File: src/rtl/sigma_band_event_detector_core_defines.svh
// ----------------------------------------------------------------------------
// Sigma band event detector assertion macros
// Shared concurrent assertion helpers, clocked on clk_i, held off in reset.
// ----------------------------------------------------------------------------
`ifndef SIGMA_BAND_EVENT_DETECTOR_CORE_DEFINES_SVH
`define SIGMA_BAND_EVENT_DETECTOR_CORE_DEFINES_SVH

// Property that must hold at every clock edge out of reset
`define SBED_ASSERT(lbl, prop, msg) \
  lbl: assert property (@(posedge clk_i) disable iff (!rst_ni) (prop)) else $error(msg);

// Implication checked in the same cycle
`define SBED_ASSERT_IMP(lbl, ante, cons, msg) \
  lbl: assert property (@(posedge clk_i) disable iff (!rst_ni) (ante) |-> (cons)) \
    else $error(msg);

`endif

File: src/rtl/sbed_pkg.sv
// ----------------------------------------------------------------------------
// Sigma band event detector package
// Widths, reset values and shared types of the detector.
// ----------------------------------------------------------------------------
package sbed_pkg;

  localparam int unsigned WINDOW_LEN_DEF = 512;
  localparam int unsigned SAMPLE_W       = 16;
  localparam int unsigned K_W            = 16;
  localparam logic [K_W-1:0] K_RESET     = 16'd1280;  // 5.0 in Q8.8
  localparam int unsigned VAR_W          = 48;         // variance, Q.16
  localparam int unsigned SIG_W          = VAR_W / 2;  // sigma, Q.8
  localparam int unsigned HW_W           = 32;         // halfwidth, Q24.8

  // status of the square root unit
  typedef struct packed {
    logic busy;
    logic done;
  } sbed_sqrt_stat_t;

endpackage

File: src/rtl/sbed_isqrt.sv
// ----------------------------------------------------------------------------
// Integer square root
// Digit-by-digit root, one result bit per cycle, floor(sqrt(radicand)).
// ----------------------------------------------------------------------------
module sbed_isqrt (
  input  logic                             clk_i,
  input  logic                             rst_ni,
  input  logic                             start_i,
  input  logic [sbed_pkg::VAR_W-1:0]       rad_i,
  output logic [sbed_pkg::SIG_W-1:0]       root_o,
  output sbed_pkg::sbed_sqrt_stat_t        stat_o
);
  import sbed_pkg::*;

  localparam int unsigned CNT_W = $clog2(SIG_W + 1);

  logic [VAR_W-1:0] rad_q, rad_d;
  logic [SIG_W+1:0] rem_q, rem_d;
  logic [SIG_W-1:0] root_q, root_d;
  logic [CNT_W-1:0] cnt_q, cnt_d;
  logic             busy_q, busy_d;
  logic             done_q, done_d;
  logic [SIG_W+2:0] rem_sh, trial;

  // one restoring step
  always_comb begin
    rem_sh = {rem_q[SIG_W:0], rad_q[VAR_W-1 -: 2]};
    trial  = {1'b0, root_q, 2'b01};
    rad_d  = rad_q;
    rem_d  = rem_q;
    root_d = root_q;
    cnt_d  = cnt_q;
    busy_d = busy_q;
    done_d = 1'b0;
    if (start_i) begin
      rad_d  = rad_i;
      rem_d  = '0;
      root_d = '0;
      cnt_d  = CNT_W'(SIG_W);
      busy_d = 1'b1;
    end else if (busy_q) begin
      rad_d = {rad_q[VAR_W-3:0], 2'b00};
      if (rem_sh >= trial) begin
        rem_d  = (SIG_W+2)'(rem_sh - trial);
        root_d = {root_q[SIG_W-2:0], 1'b1};
      end else begin
        rem_d  = (SIG_W+2)'(rem_sh);
        root_d = {root_q[SIG_W-2:0], 1'b0};
      end
      cnt_d = cnt_q - 1'b1;
      if (cnt_q == CNT_W'(1)) begin
        busy_d = 1'b0;
        done_d = 1'b1;
      end
    end
  end

  always_ff @(posedge clk_i or negedge rst_ni) begin
    if (!rst_ni) begin
      busy_q <= 1'b0;
      done_q <= 1'b0;
      cnt_q  <= '0;
    end else begin
      busy_q <= busy_d;
      done_q <= done_d;
      cnt_q  <= cnt_d;
    end
  end

  always_ff @(posedge clk_i) begin
    rad_q  <= rad_d;
    rem_q  <= rem_d;
    root_q <= root_d;
  end

  assign root_o      = root_q;
  assign stat_o.busy = busy_q;
  assign stat_o.done = done_q;

endmodule

File: config.mk
export PLATFORM = sky130hd
export DESIGN_NAME = sbed_isqrt
export DESIGN_NICKNAME = d
export VERILOG_FILES = /design/src/rtl/sigma_band_event_detector_core_defines.svh /design/src/rtl/sbed_pkg.sv /design/src/rtl/sbed_isqrt.sv
export SDC_FILE = /design/constraint.sdc
export NUM_CORES = 1
export LEC_CHECK = 0
export ABC_CLOCK_PERIOD_IN_PS = 2400
export BUFFER_PORTS_ARGS = -buffer_cell sky130_fd_sc_hd__buf_2
export CAP_MARGIN = 20
export CORE_MARGIN = 2
export CORE_UTILIZATION = 26
export DETAILED_ROUTE_END_ITERATION = 7
export SLEW_MARGIN = 25
export SYNTH_ARGS = -nofsm -noshare
export SYNTH_HDL_FRONTEND = slang
export SYNTH_SLANG_ARGS = --single-unit
File: constraint.sdc
create_clock -name clk_i -period 2.4 [get_ports clk_i]
set_input_delay 0.36 -clock clk_i [delete_from_list [all_inputs] [get_ports clk_i]]
set_output_delay 0.36 -clock clk_i [all_outputs]
set_load 0.03 [all_outputs]
==> impl_metrics.toml, run 1 <==
[critical_path]
path_buf_inv = 4
worstSetupPathType = "reg2reg"
cp.arrival_ns = 2.66
path_cells = "inv_2 > ha_4 > a21o_1 > a21o_1 > a21oi_2 > buf_4 > o21ai_4 > buf_6 > o21ai_4 > buf_12 > a211o_1 > a311oi_2"
cp.depth = 12
critPathLaunchType = "register"
cpPeakStageDelay_ns = 0.34
critPathSlowestCell = "dfxtp_2"
endpoint_kind = "register"
rr_worst_depth = 12
cp_data_required_time_ns = 2.68
worst-path-max-fanout = 7
critical_path.top_delay_family = "compound AO/OA/AOI/OAI gates"

[finish]
fillerInstances = 2233
area_growth_pct = 45.0
final_layout_size_suffix_gt1_frac = 0.500
antenna_cells = 0
nets = 866

[global_route]
grt_max_degree = 69
gr-total-overflow = 0
grt_pass1_vias = 5064
grt_usage = 0.128
grt_antenna_before_repair = 0
grt_first_pass_wirelength_mm = 25.1

[logic_synthesis]
synth_compound_area_frac = 0.158
yosysMostFrequentCell = "nor2_1"
syn_inst = 590
ys.flop_type = "dfxtp_1"
synth-seq-cells = 104
synthSimpleGateAreaFrac = 0.148
synth_top_area_share = 0.241
synth.area.top_cells = "edfxtp_1 (24%), dfxtp_1 (16%), mux2_2 (8.9%), ha_1 (5.9%), mux2i_1 (4.4%)"
synth_common_cells = "nor2_1 (59), dfxtp_1 (49), edfxtp_1 (48)"
synth-xor-area-share = 0.0205
synth_fp_nets = 669
synthMuxAreaShare = 0.132
synth-seq-area-share = 0.435
synth-edff-count = 48
synth_cell_types = 67
synth.avg_cell_area_um2 = 10.1
synth_warnings = 0
synthArstFlopShare = 0.0673
synth_area_um2 = 5970
synth_top_family_by_area = "compound AO/OA/AOI/OAI gates"
synthAdderAreaFrac = 0.0587
synth_area_leader_cell = "edfxtp_1"

[clock_network]
worstSkewPairLatency_ns = 0.37
numCtsBuffers = 9
cts_tree = "built"
clk_pin_slew_ns = 0.08
h-tree-depth = 3
cts_sinks = 104
cts_root_buf = "clkbuf_16"
ctsLongestPathBuffers = 2

[power]
ir_drop_uv = 566
p_leak_uw = 0.00378
power_density_nw_per_um2 = 1180

[drt]
drt-wirelength-per-cell_um = 15.3
drt-initial-drc-count = 328
drc = 0
antenna_left = 0
drtPass1Iterations = 4
vias_per_cell = 4.80
wirelength_mm = 16.5
vias = 5166

[timing]
period_minus_slack_ns = 2.38
rsz0062_at_grt = "yes"
setup_viol = 0
period_share = 0.993
slew_headroom = 0.700
finClkSkew_ns = 0.0119
report.final.slew_viol_count = 0
fmax_mhz = 420
tns_ns = 0
tightest_slew_ns = 0.450
timing.final.hold_violations = 0
hold_slack_ns = 0.279

[min_path]
worst_hold_path_type = "in2reg"
holdPathStages = 2

[floorplan]
dieArea_um2 = 24200
ios = 77
die_h_um = 156
start_util = 0.265
rows = 55
design.core.area_um2 = 22600
die_w_um = 156

[placement]
gp_congestion = 0.867
io_buffers = 76
dp_hpwl_mm = 11.0

[flow_run]
cap_violations = 0

[outcome]
status = "complete, no violations"
==> layer usage <==
metal  global-route usage  share of wire
met1                0.172           0.46
met2                0.216           0.49
met3               0.0172          0.032
met4               0.0406          0.013
met5                    0              0
==> layout by cell type (no fill, tap or decap), types with 11 or more instances in the layout <==
master | netlist | final
inv_2 | 1 | 15
dfxtp_2 | 0 | 24
xnor2_1 | 11 | 11
buf_4 | 2 | 126
nand2_1 | 28 | 26
ha_4 | 0 | 18
a21oi_1 | 19 | 13
dfxtp_1 | 49 | 25
mux2_2 | 47 | 47
inv_1 | 33 | 19
buf_2 | 11 | 75
edfxtp_1 | 48 | 48
o21ai_0 | 19 | 17
nor2_1 | 59 | 55
o211ai_1 | 12 | 12
a21o_1 | 20 | 19
nand3_1 | 16 | 11
mux2i_1 | 26 | 26
==> power by group <==
part,switching (µW),leakage (µW),internal (µW)
clock,794,0.000147,744
sequential,195,0.00100,2150
combinational,3000,0.00263,3350
total,3990,0.00378,6240
==> cells by family after synthesis <==
family	Yosys count
buffers and inverters	69
adder cells (fa/ha/maj)	28
XOR/XNOR	14
AO/OA/AOI/OAI	130
flip-flops	104
multiplexers	73
AND/OR/NAND/NOR	172
==> through the flow <==
| stage | utilization | instances | setup slack (ns) | power [µW] | area (µm²) |
|---|---|---|---|---|---|
| 6_report | 0.384 | 1077 | 0.0169 | 10200 | 8660 |
| 5_1_grt | 0.384 | 1077 | -0.0397 | 10900 | 8660 |
| 4_1_cts | 0.360 | 1058 | 0.000199 | 9370 | 8120 |
| 3_5_place_dp | 0.335 | 1039 | -0.126 | 7330 | 7570 |
| 3_3_place_gp | 0.335 | 1039 | -0.169 | 7330 | 7570 |
| 2_1_floorplan | - | 590 | -0.0258 | 5280 | 5990 |
==> area by class of cell <==
class | instances | area, µm² | area share
Inverter | 34 | 128 | 0.0147
Clock inverter | 7 | 68.8 | 0.00795
Tap cell | 285 | 357 | 0.0412
Multi-Input combinational cell | 418 | 3640 | 0.420
Clock buffer | 9 | 225 | 0.0260
Sequential cell | 104 | 2630 | 0.304
Timing Repair Buffer | 220 | 1620 | 0.187
==> flip-flops by register name, indices dropped and copies added, names as in the netlist <==
register and cells:
done_q 1, cnt_q 5, rad_q 48, busy_q 1, rem_q 25, root_o 24
==> repair_timing <==
action,4_1_cts,5_1_grt
setup endpoints to repair,23,25
cloned,1,1
hold buffers,1,0
pin swaps,11,48
gates resized for setup,35,80
endpoints found under the hold margin,7,0
buffers inserted,2,19
==> path summary, 6_finish.rpt <==
kind	end	slack [ns]	from
worst max register to register	rem_q[8]	0.02	root_o[6]
worst max-delay path	rem_q[8]	0.02	root_o[6]
max in group asynchronous	busy_q	1.84	rst_ni
min in group asynchronous	cnt_q[2]	0.39	rst_ni
worst min-delay path	rad_q[1]	0.28	rad_i[1]
worst min register to register	rem_q[23]	0.47	rem_q[23]
Note: power is estimated with default switching activity, not from simulation.
==> run 2: changes to the inputs <==
--- a/config.mk
+++ b/config.mk
@@ -9,8 +9,9 @@
 export BUFFER_PORTS_ARGS = -buffer_cell sky130_fd_sc_hd__buf_2
 export CAP_MARGIN = 20
 export CORE_MARGIN = 2
-export CORE_UTILIZATION = 26
+export CORE_UTILIZATION = 53
 export DETAILED_ROUTE_END_ITERATION = 7
+export PLACE_DENSITY = 0.77
 export SLEW_MARGIN = 25
 export SYNTH_ARGS = -nofsm -noshare
 export SYNTH_HDL_FRONTEND = slang
==> run 2 against run 1 <==
Compared with the run above: maximum frequency shrank 0.56%; non-clock buffer count down 46; worst setup slack got worse by 0.013 ns; utilization grew 34 points; critical path type unchanged; critical endpoint is now rem_q[24]; highest routed layer unchanged.
==> impl_metrics.toml, run 2 (synthesis results as in run 1) <==
[timing]
setup_viol = 0
fmax_mhz = 417
finClkSkew_ns = 0.00914
slew_headroom = 0.517
timing.final.hold_violations = 0
tightest_slew_ns = 0.723
period_minus_slack_ns = 2.40
worst_slack_ns = 0.00357
rsz0062_at_grt = "yes"
period_share = 0.999
report.final.slew_viol_count = 0

[drt]
vias_per_cell = 5.83
wirelength_mm = 15.2
antenna_left = 0
drc = 0
vias = 5157
drt-initial-drc-count = 337
drt-wirelength-per-cell_um = 17.2
drtPass1Iterations = 5

[global_route]
grt_max_degree = 49
grt_pass1_vias = 4821
grt_usage = 0.237
grt_antenna_before_repair = 0
grt_first_pass_wirelength_mm = 22.7
gr-total-overflow = 0

[floorplan]
start_util = 0.546
die_w_um = 110
design.core.area_um2 = 10900
ios = 77
dieArea_um2 = 12100
die_h_um = 110
rows = 38

[critical_path]
cp-startpoint = "root_o[2]"
endpoint_kind = "register"
r2r_setup_slack_ns = 0.004
timing.rr.start = "root_o[2]"
cp_data_required_time_ns = 2.63
crit_end = "rem_q[24]"
cpPeakStageDelay_ns = 0.38
critPathSlowestCell = "a211oi_2"
critPathLaunchType = "register"
cp.arrival_ns = 2.63
worstReg2RegEnd = "rem_q[24]"
path_cells = "inv_1 > ha_4 > nand4_1 > a211oi_2 > o21ai_2 > a21o_1 > nor4b_2 > nor4_2 > o211ai_1"
rr_worst_depth = 9
worstSetupPathType = "reg2reg"
worst-path-max-fanout = 5
cp.depth = 9
critical_path.top_delay_family = "compound AO/OA/AOI/OAI gates"
path_buf_inv = 1

[placement]
gp_congestion = 0.868
place_inst = 853
dp_hpwl_mm = 9.73
place_area_um2 = 7050
io_buffers = 76
dpl_worst_slack_ns = -0.0786

[finish]
register_area_um2 = 2630
nets = 819
area_growth_pct = 32.4
antenna_cells = 0
final_layout_size_suffix_gt1_frac = 0.426
fin_util = 0.723
fillerInstances = 758
top_register = "rad_q"
multi_input_area_um2 = 3490
final_area_um2 = 7910
layout_common_cells = "buf_4 (90), buf_2 (75), nor2_1 (56)"
finalNonFillerCells = 885
final_common_cell = "buf_4"
largest_reg_flops = 48

[clock_network]
clk_pin_slew_ns = 0.08
worstSkewPairLatency_ns = 0.35
ctsLongestPathBuffers = 2
cts_root_buf = "clkbuf_16"
cts_tree = "built"
cts_sinks = 104
numCtsBuffers = 9
h-tree-depth = 3

[power]
total_power_uw = 9530
ir_drop_uv = 738
power_density_nw_per_um2 = 1200
p_leak_uw = 0.00349

[flow_run]
cap_violations = 0

[outcome]
status = "complete, no violations"

[min_path]
worst_hold_path_type = "in2reg"
run 2: cell count changes in the layout (fill, tap and decap cells not counted), moves of 4 or more:
cell / previous run / this run
buf_6: 9 / 4
nand3_1: 11 / 16
inv_2: 15 / 3
inv_1: 19 / 31
a21oi_2: 6 / 2
buf_12: 8 / 4
buf_4: 126 / 90
run 2: power breakdown:
| group | leakage [µW] | total [µW] | switching (µW) | internal (µW) |
|---|---|---|---|---|
| logic | 0.00234 | 5620 | 2810 | 2820 |
| clock network | 0.000150 | 1510 | 765 | 745 |
| registers | 0.00100 | 2390 | 233 | 2160 |
run 2: worst register-to-register path, stage by stage, from the launching register on:
cell      delay [ns]
dfxtp_2         0.33
inv_1           0.07
ha_4            0.30
nand4_1         0.25
a211oi_2        0.38
o21ai_2         0.15
a21o_1          0.23
nor4b_2         0.19
nor4_2          0.29
o211ai_1        0.10
run 2: layer usage:
metal  track usage  up-vias  part of all wire
li1              -     2486                 -
met1         0.317     2462              0.43
met2         0.390      180              0.50
met3        0.0394       29             0.049
met4        0.0830        0             0.020
met5             0        -                 0
run 2: through the flow:
stage / hold slack [ns] / setup TNS (ns)
floorplan: 0.0644 / -0.0307
global placement: 0.197 / -0.0565
detailed placement: 0.210 / -0.472
CTS: 0.287 / 0
global route: 0.299 / -0.312
finish: 0.288 / 0
run 2: how the worst min path moves through the flow:
| stage | depth (start not counted) | to | from |
|---|---|---|---|
| 6_report | 2 | rad_q[0] | rad_i[0] |
| 5_1_grt | 2 | rad_q[42] | rad_i[42] |
| 4_1_cts | 2 | rad_q[0] | rad_i[0] |
| 3_5_place_dp | 1 | done_q | rst_ni |
| 3_3_place_gp | 1 | done_q | rst_ni |
| 2_1_floorplan | 0 | busy_q | rst_ni |
run 2: cell type report:
| type | instances | area share |
|---|---|---|
| sequential | 104 | 0.332 |
| clock buffer | 9 | 0.0285 |
| clock inverter | 7 | 0.0103 |
| tap | 140 | 0.0221 |
| timing repair buffer | 174 | 0.150 |
| multi-input combinational | 417 | 0.441 |
| inverter | 34 | 0.0161 |
run 2: timing repair:
item	CTS	global route
gates cloned	0	1
hold buffers	1	0
gates resized for setup	13	59
pin swaps	2	31
setup endpoints to repair	22	24
endpoints found under the hold margin	7	0
setup buffers	1	13
